**src/rtl/core/afc_pkg.sv**
```systemverilog
// Shared types, constants and helper functions for the angle frame check core.
// No dependencies; every other file in rtl/core uses this package by scoped names.
package afc_pkg;

  // CORDIC depth and table length
  localparam int CORDIC_STEPS = 16;
  localparam int TABLE_LEN    = 24;
  localparam int NSTEPS       = (CORDIC_STEPS > TABLE_LEN) ? TABLE_LEN : CORDIC_STEPS;

  // datapath widths
  localparam int GUARD_BITS = 8;
  localparam int XW         = 27;  // x/y: 16-bit reading, 8 guard bits, gain and sign headroom
  localparam int ZW         = 26;  // angle accumulator, 1/65536 degree

  // CRC-8
  localparam logic [7:0] CRC_POLY = 8'h1D;
  localparam logic [7:0] CRC_INIT = 8'hFB;

  // angle constants
  localparam logic signed [ZW-1:0] DEG90_Z     = ZW'(5898240);
  localparam int                   ANGLE_LIMIT = 23040;
  localparam int                   ROUND_HALF  = 256;
  localparam int                   OUT_SHIFT   = 9;

  // work queue
  localparam int QDEPTH = 4;
  localparam int QAW    = $clog2(QDEPTH);

  // status codes
  localparam logic [1:0] STAT_OK  = 2'd0;
  localparam logic [1:0] STAT_CRC = 2'd1;
  localparam logic [1:0] STAT_SAT = 2'd2;

  typedef struct packed {
    logic signed [15:0] x_raw;
    logic signed [15:0] y_raw;
    logic [7:0]         check_byte;
  } in_item_t;

  typedef struct packed {
    logic [1:0]         status;
    logic signed [15:0] angle;
  } out_item_t;

  // classified, pre-rotated item handed from front to back
  typedef struct packed {
    logic [1:0]           status;
    logic signed [XW-1:0] x;
    logic signed [XW-1:0] y;
    logic signed [ZW-1:0] z;
  } work_t;

  typedef struct packed {
    logic full;
    logic empty;
  } q_stat_t;

  // one byte through the CRC register, MSB first
  function automatic logic [7:0] crc_byte(input logic [7:0] acc, input logic [7:0] b);
    logic [7:0] a;
    a = acc ^ b;
    for (int k = 0; k < 8; k++) begin
      if (a[7]) begin
        a = {a[6:0], 1'b0} ^ CRC_POLY;
      end else begin
        a = {a[6:0], 1'b0};
      end
    end
    return a;
  endfunction

  // atan(2^-i) in degrees * 65536, rounded
  function automatic logic signed [ZW-1:0] atan_tab(input int unsigned i);
    logic signed [31:0] t;
    case (i)
      0:       t = 32'sd2949120;
      1:       t = 32'sd1740967;
      2:       t = 32'sd919879;
      3:       t = 32'sd466945;
      4:       t = 32'sd234379;
      5:       t = 32'sd117304;
      6:       t = 32'sd58666;
      7:       t = 32'sd29335;
      8:       t = 32'sd14668;
      9:       t = 32'sd7334;
      10:      t = 32'sd3667;
      11:      t = 32'sd1833;
      12:      t = 32'sd917;
      13:      t = 32'sd458;
      14:      t = 32'sd229;
      15:      t = 32'sd115;
      16:      t = 32'sd57;
      17:      t = 32'sd29;
      18:      t = 32'sd14;
      19:      t = 32'sd7;
      20:      t = 32'sd4;
      21:      t = 32'sd2;
      22:      t = 32'sd1;
      default: t = 32'sd0;
    endcase
    return t[ZW-1:0];
  endfunction

endpackage

```
**src/rtl/core/afc_front.sv**
```systemverilog
// Front end: two-stage CRC check, reading classification and quadrant pre-rotation.
// Depends on afc_pkg; feeds afc_queue.
module afc_front (
  input  logic              clk,
  input  logic              rst_n,
  input  logic              in_valid,
  output logic              in_ready,
  input  afc_pkg::in_item_t in_data,
  input  afc_pkg::q_stat_t  q_stat,
  output logic              push,
  output afc_pkg::work_t    push_data
);

  logic              f0_v_r;
  afc_pkg::in_item_t f0_item_r;
  logic [7:0]        f0_crc_r;
  logic              f1_v_r;
  afc_pkg::work_t    f1_work_r;
  afc_pkg::work_t    f1_work_nxt;
  logic              adv;
  logic [7:0]        crc_x;
  logic [7:0]        crc_fin;
  logic              bad_x;
  logic              bad_y;
  logic signed [afc_pkg::XW-1:0] xs;
  logic signed [afc_pkg::XW-1:0] ys;

  // whole front moves together when its last stage can drain
  assign adv      = !f1_v_r || !q_stat.full;
  assign in_ready = adv;
  assign push     = f1_v_r && !q_stat.full;
  assign push_data = f1_work_r;

  // CRC over X bytes
  assign crc_x = afc_pkg::crc_byte(afc_pkg::crc_byte(afc_pkg::CRC_INIT, in_data.x_raw[7:0]),
                                   in_data.x_raw[15:8]);

  // CRC over Y bytes, inverted
  assign crc_fin = ~afc_pkg::crc_byte(afc_pkg::crc_byte(f0_crc_r, f0_item_r.y_raw[7:0]),
                                      f0_item_r.y_raw[15:8]);

  assign bad_x = (f0_item_r.x_raw == 16'sd0) || (f0_item_r.x_raw == 16'sh7FFF) ||
                 (f0_item_r.x_raw == 16'sh8000);
  assign bad_y = (f0_item_r.y_raw == 16'sd0) || (f0_item_r.y_raw == 16'sh7FFF) ||
                 (f0_item_r.y_raw == 16'sh8000);

  assign xs = {{(afc_pkg::XW-16-afc_pkg::GUARD_BITS){f0_item_r.x_raw[15]}},
               f0_item_r.x_raw, {afc_pkg::GUARD_BITS{1'b0}}};
  assign ys = {{(afc_pkg::XW-16-afc_pkg::GUARD_BITS){f0_item_r.y_raw[15]}},
               f0_item_r.y_raw, {afc_pkg::GUARD_BITS{1'b0}}};

  always_comb begin
    f1_work_nxt.status = afc_pkg::STAT_OK;
    f1_work_nxt.x      = xs;
    f1_work_nxt.y      = ys;
    f1_work_nxt.z      = '0;
    if (crc_fin != f0_item_r.check_byte) begin
      f1_work_nxt.status = afc_pkg::STAT_CRC;
    end else if (bad_x || bad_y) begin
      f1_work_nxt.status = afc_pkg::STAT_SAT;
    end
    // left half plane: rotate by -90 or +90 first
    if (xs < 0) begin
      if (ys >= 0) begin
        f1_work_nxt.x = ys;
        f1_work_nxt.y = -xs;
        f1_work_nxt.z = afc_pkg::DEG90_Z;
      end else begin
        f1_work_nxt.x = -ys;
        f1_work_nxt.y = xs;
        f1_work_nxt.z = -afc_pkg::DEG90_Z;
      end
    end
  end

  always_ff @(posedge clk) begin
    if (!rst_n) begin
      f0_v_r <= 1'b0;
      f1_v_r <= 1'b0;
    end else if (adv) begin
      f0_v_r <= in_valid;
      f1_v_r <= f0_v_r;
    end
  end

  always_ff @(posedge clk) begin
    if (adv) begin
      f0_item_r <= in_data;
      f0_crc_r  <= crc_x;
      f1_work_r <= f1_work_nxt;
    end
  end

endmodule

```
**src/rtl/core/afc_queue.sv**
```systemverilog
// Short FIFO of classified work items between front and back.
// Depends on afc_pkg.
module afc_queue (
  input  logic             clk,
  input  logic             rst_n,
  input  logic             push,
  input  afc_pkg::work_t   push_data,
  input  logic             pop,
  output afc_pkg::work_t   head,
  output afc_pkg::q_stat_t q_stat
);

  afc_pkg::work_t          mem_r [afc_pkg::QDEPTH];
  logic [afc_pkg::QAW-1:0] wr_ptr_r;
  logic [afc_pkg::QAW-1:0] rd_ptr_r;
  logic [afc_pkg::QAW:0]   cnt_r;
  logic [afc_pkg::QAW:0]   cnt_nxt;

  assign head         = mem_r[rd_ptr_r];
  assign q_stat.full  = (cnt_r == (afc_pkg::QAW+1)'(afc_pkg::QDEPTH));
  assign q_stat.empty = (cnt_r == '0);

  always_comb begin
    cnt_nxt = cnt_r;
    if (push && !pop) begin
      cnt_nxt = cnt_r + 1'b1;
    end else if (pop && !push) begin
      cnt_nxt = cnt_r - 1'b1;
    end
  end

  always_ff @(posedge clk) begin
    if (!rst_n) begin
      wr_ptr_r <= '0;
      rd_ptr_r <= '0;
      cnt_r    <= '0;
    end else begin
      cnt_r <= cnt_nxt;
      if (push) begin
        wr_ptr_r <= wr_ptr_r + 1'b1;
      end
      if (pop) begin
        rd_ptr_r <= rd_ptr_r + 1'b1;
      end
    end
  end

  always_ff @(posedge clk) begin
    if (push) begin
      mem_r[wr_ptr_r] <= push_data;
    end
  end

endmodule

```
**src/rtl/core/afc_cordic.sv**
```systemverilog
// Back end: pipelined vectoring CORDIC, one iteration per stage, then rounding,
// saturation and the output register. Depends on afc_pkg; reads afc_queue.
module afc_cordic (
  input  logic               clk,
  input  logic               rst_n,
  input  afc_pkg::q_stat_t   q_stat,
  input  afc_pkg::work_t     head,
  output logic               pop,
  output logic               out_valid,
  input  logic               out_ready,
  output afc_pkg::out_item_t out_data
);

  localparam int N = afc_pkg::NSTEPS;

  logic [N-1:0]                  v_r;
  logic [1:0]                    st_r  [N];
  logic signed [afc_pkg::XW-1:0] x_r   [N];
  logic signed [afc_pkg::XW-1:0] y_r   [N];
  logic signed [afc_pkg::ZW-1:0] z_r   [N];
  logic signed [afc_pkg::XW-1:0] x_nxt [N];
  logic signed [afc_pkg::XW-1:0] y_nxt [N];
  logic signed [afc_pkg::ZW-1:0] z_nxt [N];
  logic [1:0]                    st_nxt [N];
  logic                          adv;
  logic                          out_v_r;
  afc_pkg::out_item_t            out_r;
  afc_pkg::out_item_t            out_nxt;
  logic signed [afc_pkg::ZW:0]   zr;
  logic signed [afc_pkg::ZW:0]   a;

  localparam logic signed [afc_pkg::ZW:0] A_MAX = (afc_pkg::ZW+1)'(afc_pkg::ANGLE_LIMIT);
  localparam logic signed [afc_pkg::ZW:0] A_MIN = -A_MAX;

  // pipeline advances as a whole whenever the output register is free or draining
  assign adv       = !out_v_r || out_ready;
  assign pop       = adv && !q_stat.empty;
  assign out_valid = out_v_r;
  assign out_data  = out_r;

  for (genvar i = 0; i < N; i++) begin : g_it
    logic signed [afc_pkg::XW-1:0] xi;
    logic signed [afc_pkg::XW-1:0] yi;
    logic signed [afc_pkg::ZW-1:0] zi;
    logic [1:0]                    si;
    if (i == 0) begin : g_first
      assign xi = head.x;
      assign yi = head.y;
      assign zi = head.z;
      assign si = head.status;
    end else begin : g_rest
      assign xi = x_r[i-1];
      assign yi = y_r[i-1];
      assign zi = z_r[i-1];
      assign si = st_r[i-1];
    end

    always_comb begin
      st_nxt[i] = si;
      if (yi >= 0) begin
        x_nxt[i] = xi + (yi >>> i);
        y_nxt[i] = yi - (xi >>> i);
        z_nxt[i] = zi + afc_pkg::atan_tab(i);
      end else begin
        x_nxt[i] = xi - (yi >>> i);
        y_nxt[i] = yi + (xi >>> i);
        z_nxt[i] = zi - afc_pkg::atan_tab(i);
      end
    end

    always_ff @(posedge clk) begin
      if (adv) begin
        x_r[i]  <= x_nxt[i];
        y_r[i]  <= y_nxt[i];
        z_r[i]  <= z_nxt[i];
        st_r[i] <= st_nxt[i];
      end
    end
  end

  // round half up to 1/128 degree, then clamp
  always_comb begin
    zr = {z_r[N-1][afc_pkg::ZW-1], z_r[N-1]} + (afc_pkg::ZW+1)'(afc_pkg::ROUND_HALF);
    a  = zr >>> afc_pkg::OUT_SHIFT;
    if (a > A_MAX) begin
      a = A_MAX;
    end else if (a < A_MIN) begin
      a = A_MIN;
    end
    out_nxt.status = st_r[N-1];
    out_nxt.angle  = (st_r[N-1] == afc_pkg::STAT_OK) ? a[15:0] : 16'sd0;
  end

  always_ff @(posedge clk) begin
    if (!rst_n) begin
      v_r     <= '0;
      out_v_r <= 1'b0;
    end else if (adv) begin
      v_r     <= {v_r[N-2:0], pop};
      out_v_r <= v_r[N-1];
    end
  end

  always_ff @(posedge clk) begin
    if (adv) begin
      out_r <= out_nxt;
    end
  end

endmodule

```
**src/rtl/core/angle_frame_check_atan2_core.sv**
```systemverilog
// Angle frame check core: CRC-8 check of a sensor frame, then atan2(Y,X) by CORDIC.
// An accepted item passes front stages 0 and 1, the queue, the CORDIC stages and the output register.
// Throughput: one item per cycle; front, 4-entry queue and CORDIC pipeline each stall alone.
// The CORDIC pipeline, one iteration per stage, makes up most of that path.
// Reset (rst_n low, synchronous) empties the pipeline, queue and output register.
// Depends on afc_pkg, afc_front, afc_queue, afc_cordic.
module angle_frame_check_atan2_core (
  input  logic               clk,
  input  logic               rst_n,
  input  logic               in_valid,
  output logic               in_ready,
  input  afc_pkg::in_item_t  in_data,
  output logic               out_valid,
  input  logic               out_ready,
  output afc_pkg::out_item_t out_data
);

  // front -> queue
  logic             push;
  afc_pkg::work_t   push_data;
  // queue -> back
  logic             pop;
  afc_pkg::work_t   head;
  afc_pkg::q_stat_t q_stat;

  // Front: stage 0 runs the CRC over the X bytes, stage 1 finishes over the Y bytes,
  // compares with the check byte, flags zero or rail readings and folds the left
  // half plane onto the right with a +/-90 degree start angle.
  afc_front u_front (
    .clk       (clk),
    .rst_n     (rst_n),
    .in_valid  (in_valid),
    .in_ready  (in_ready),
    .in_data   (in_data),
    .q_stat    (q_stat),
    .push      (push),
    .push_data (push_data)
  );

  // Queue decouples the front from output backpressure seen by the CORDIC.
  afc_queue u_queue (
    .clk       (clk),
    .rst_n     (rst_n),
    .push      (push),
    .push_data (push_data),
    .pop       (pop),
    .head      (head),
    .q_stat    (q_stat)
  );

  // Back: one CORDIC iteration per stage; rejected items ride along and come out
  // with their status and a zero angle.
  afc_cordic u_cordic (
    .clk       (clk),
    .rst_n     (rst_n),
    .q_stat    (q_stat),
    .head      (head),
    .pop       (pop),
    .out_valid (out_valid),
    .out_ready (out_ready),
    .out_data  (out_data)
  );

  // rejected frames always carry a zero angle
  a_err_zero: assert property (@(posedge clk) disable iff (!rst_n)
    out_valid && (out_data.status != afc_pkg::STAT_OK) |-> out_data.angle == 16'sd0)
    else $error("nonzero angle on rejected item");

  // angle stays within +/-180 degrees
  a_angle_range: assert property (@(posedge clk) disable iff (!rst_n)
    out_valid |-> (out_data.angle <= 16'sd23040) && (out_data.angle >= -16'sd23040))
    else $error("angle out of range");

  // only the three defined status codes
  a_status_code: assert property (@(posedge clk) disable iff (!rst_n)
    out_valid |-> (out_data.status == afc_pkg::STAT_OK) ||
                  (out_data.status == afc_pkg::STAT_CRC) ||
                  (out_data.status == afc_pkg::STAT_SAT))
    else $error("undefined status code");

  // a stalled result item stays put until taken
  a_out_hold: assert property (@(posedge clk) disable iff (!rst_n)
    out_valid && !out_ready |=> out_valid && $stable(out_data))
    else $error("result item changed while stalled");

endmodule

```
**config.mk**
```make
export PLATFORM = sky130hd
export DESIGN_NAME = angle_frame_check_atan2_core
export DESIGN_NICKNAME = d
export VERILOG_FILES = /design/src/rtl/core/afc_pkg.sv /design/src/rtl/core/afc_front.sv /design/src/rtl/core/afc_queue.sv /design/src/rtl/core/afc_cordic.sv /design/src/rtl/core/angle_frame_check_atan2_core.sv
export SDC_FILE = /design/constraint.sdc
export NUM_CORES = 2
export LEC_CHECK = 0
export BUFFER_PORTS_ARGS = -buffer_cell sky130_fd_sc_hd__buf_2
export CAP_MARGIN = 0
export CELL_PAD_IN_SITES_DETAIL_PLACEMENT = 0
export CELL_PAD_IN_SITES_GLOBAL_PLACEMENT = 2
export CORE_UTILIZATION = 40
export CTS_BUF_LIST = sky130_fd_sc_hd__clkbuf_4 sky130_fd_sc_hd__clkbuf_8
export CTS_CLUSTER_SIZE = 14
export DETAILED_ROUTE_END_ITERATION = 16
export GPL_ROUTABILITY_DRIVEN = 0
export PLACE_DENSITY_LB_ADDON = 0.12
export SLEW_MARGIN = 0
export SYNTH_ARGS = -nofsm -noshare
export SYNTH_HDL_FRONTEND = slang
export SYNTH_SLANG_ARGS = --single-unit
```
**constraint.sdc**
```tcl
create_clock -name clk -period 36.1 [get_ports clk]
set_clock_uncertainty 0.1 [all_clocks]
set_input_delay 1.805 -clock clk [delete_from_list [all_inputs] [get_ports clk]]
set_output_delay 1.805 -clock clk [all_outputs]
set_load 0.005 [all_outputs]
```
==> run_results.csv <==
group,metric,value,unit
yosys,syn_avg_cell_area,10.25,sq um
global_route,grt_util_all_layers,19.34,%
floorplanning,initial_core_util,40.40,%
routing,drt-total-wl,256300,um
global_route,grt_max_degree,176,
clocking,hold_buffers,0,
min_path,hold_end,"u_cordic.st_r[0][2]$_DFFE_PP_",
sta,hold_viol,0,
setup_path,rr_endpoint,"u_cordic.x_r[0][25]$_DFFE_PP_",
clocking,cts_tree,"built",
sta,hold_ws,315.3,ps
routing,vias_per_cell,5.441,
routing,route.detailed.drc,0,
routing,dr.pass1.iters,5,
routing,ant_nets,0,
run_status,outcome,"complete, no violations",
routing,drt_iter0_drc,4256,
yosys,yosys.area.top_type,"edfxtp_1",
clocking,post-cts-setup-buffers,0,
yosys,postSynthCellCount,10050,
sta,final.min_clock_period,5100,ps
finish,n_fill_cell,24250,
floorplanning,ios,64,
setup_path,cp_cell_sequence,"buf_4 -> mux4_2 -> ha_1 -> clkinv_1 -> nor3_1 -> nand3_1 -> or3_1 -> o221ai_1 -> a31oi_1 -> and3_1 -> or4_1",
min_path,min-delay-start,"u_cordic.st_r[0][0]$_DFFE_PP_",
yosys,ys_types,103,
yosys,synth_common_cells,"1371 x edfxtp_1, 1090 x ha_1, 911 x xnor2_1, 793 x nor2_1, 765 x a21oi_1",
sta,tightest_slew,1160,ps
clocking,clock_path_buffers,4,
setup_path,start_kind,"register",
clocking,cts-root-buf,"clkbuf_8",
yosys,async_flop_share,0,%
global_route,grt_first_pass_wirelength,405900,um
sta,grt_setup_unrepaired,"no",
finish,nNetsFinal,11560,
setup_path,required,36650,ps
yosys,synth_ff_type,"edfxtp_1",
min_path,hold_path_depth,0,
floorplanning,coreArea,0.2551,sq mm
flow_run,maxCapViolCount,0,
placed_design,place_inst,13470,
yosys,synth_area_leaders,"edfxtp_1 40%, ha_1 13%, xnor2_1 7.7%, xor2_1 4.0%, a21oi_1 3.7%",
setup_path,cp.arrival,5650,ps
placed_design,place_hpwl,196400,um
placed_design,portBuffers,63,
floorplanning,dieHeight,509.6,um
global_route,antenna_found_initial,3,
finish,drive_gt1_share,6.720,%
clocking,cts_sinks,1399,
yosys,synth-edff-count,1371,
setup_path,cpMaxStageDelayCell,"dfxtp_2",
clocking,htree_levels,5,
clocking,cts_resized,0,
clocking,insertion_delay,920,ps
sta,slew_headroom,22.67,%
clocking,cts_buffers,280,
routing,dr_total_vias,75890,
sta,layout_setup_ws,31000,ps
floorplanning,die_w,509.6,um
yosys,syn_area,0.1030,sq mm
setup_path,reg2reg_slack,31000,ps
floorplanning,die-area,0.2596,sq mm
sta,tns,0,ps
sta,max_freq,0.1961,GHz
placed_design,preCtsSetupSlack,30340,ps
finish,area_delta_synth_final,9.942,%
clocking,cts.clk_slew.worst_paths,60,ps
yosys,synth.top_cell.area_share,39.95,%
yosys,ys_ff_latch,1399,
setup_path,rr_worst_depth,11,
setup_path,worstPathMaxFanout,26,
sta,final.period_utilization,14.13,%
routing,wl_per_cell,18.37,um
global_route,grt_pass1_vias,74570,
setup_path,critPathKind,"reg -> reg",
setup_path,endpoint_kind,"register",
yosys,yosysMostFrequentCell,"edfxtp_1",
floorplanning,core.rowCount,185,
finish,stdcell_count,13950,
yosys,yosysWarnings,0,
global_route,grt-ovfl-total,0,
yosys,yosysSeqAreaShare,40.50,%
sta,drv_slew,0,
min_path,hp-class,"reg -> reg",
setup_path,crit_path_max_incr_delay,760,ps
sta,setup_violations,0,
[placed cells by master, fill, tap and decap left out, types with 66 or more instances in the layout]
cell      instances
edfxtp_1       1371
ha_1           1090
xnor2_1         911
nor2_1          793
a21oi_1         765
nand2_1         606
o21ai_0         515
xor2_1          472
inv_1           443
a21o_1          355
clkbuf_8        285
nor3_1          265
nand3_1         199
o31ai_1         170
o21a_1          149
nand2b_1        135
o21bai_1        128
nor2b_1         113
or3_1           107
and3_1           88
a211oi_1         85
conb_1           81
o211ai_1         72
o41ai_1          69
or4_1            66
nor4_1           66
a21boi_0         66
[cell type report]
class | count | area, sq um | area share, %
diodes | 2 | 5.005 | 0.004418
clock inverters | 127 | 1111 | 0.9807
well taps | 3366 | 4212 | 3.717
flip-flops and latches | 1399 | 41730 | 36.84
inverters | 447 | 1685 | 1.488
multi-input cells | 8145 | 59410 | 52.44
repair buffers | 113 | 728.2 | 0.6428
clock buffers | 349 | 4403 | 3.886
[state kept, by name (all words and copies together) (netlist names), named ones only]
register,flops
u_front.f1_v_r,1
u_cordic.x_r,338
u_front.push_data,43
u_queue.mem_r,172
u_front.f0_crc_r,8
u_front.f0_item_r,40
u_queue.cnt_r,3
u_cordic.z_r,363
u_cordic.out_data,18
u_cordic.st_r,32
u_cordic.y_r,357
u_queue.rd_ptr_r,2
u_cordic.out_valid,1
u_queue.wr_ptr_r,2
u_cordic.v_r,16
u_front.f0_v_r,1
[critical path, delay by kind of cell (launching register included)]
kind / cells / cell delay (ps)
AO/OA/AOI/OAI: 2 / 270
adder cells (fa/ha/maj): 1 / 440
buffers and inverters: 2 / 870
flip-flops: 1 / 760
multiplexers: 1 / 610
AND/OR/NAND/NOR: 5 / 1710
[cell families (layout without fill, tap and decap cells)]
group	Yosys count	after routing	share of synthesized area, %
flops	1399	1399	40.50
simple gates	2701	2701	12.73
other cells	1	83	0.003639
fa+ha+maj	1125	1125	13.92
compound gates	2770	2770	17.57
buf+inv	590	1036	2.158
mux	82	82	1.313
xor+xnor	1386	1386	11.82
[worst max path at each step]
stage	cells after the start	to	startpoint
finish	11	u_cordic.x_r[0][25]$_DFFE_PP_	register
floorplan	4	u_cordic.out_data[0]$_SDFFCE_PP0P_	out_ready
global route	11	u_cordic.x_r[0][25]$_DFFE_PP_	register
detailed placement	7	u_cordic.y_r[1][102]$_DFFE_PP_	out_ready
global placement	7	u_cordic.x_r[1][89]$_DFFE_PP_	out_ready
CTS	12	u_cordic.x_r[0][25]$_DFFE_PP_	register
[through the flow]
step | utilization (%) | cell area (sq um)
global placement | 42.25 | 107800
finish | 44.41 | 113300
CTS | 44.41 | 113300
detailed placement | 42.25 | 107800
floorplan | - | 103300
global route | 44.41 | 113300
[per-layer routing]
metal / up-vias / wire [um] / track usage, %
met4: 0 / 5666 / 4.851
met1: 36090 / 120400 / 25.81
met3: 342 / 7876 / 2.281
met2: 1147 / 122300 / 33.14
li1: 38310 / - / -
met5: - / 0 / 0
Power is not shown: default switching activity piles up to over one toggle a cycle in this logic, so the estimate is an artifact.
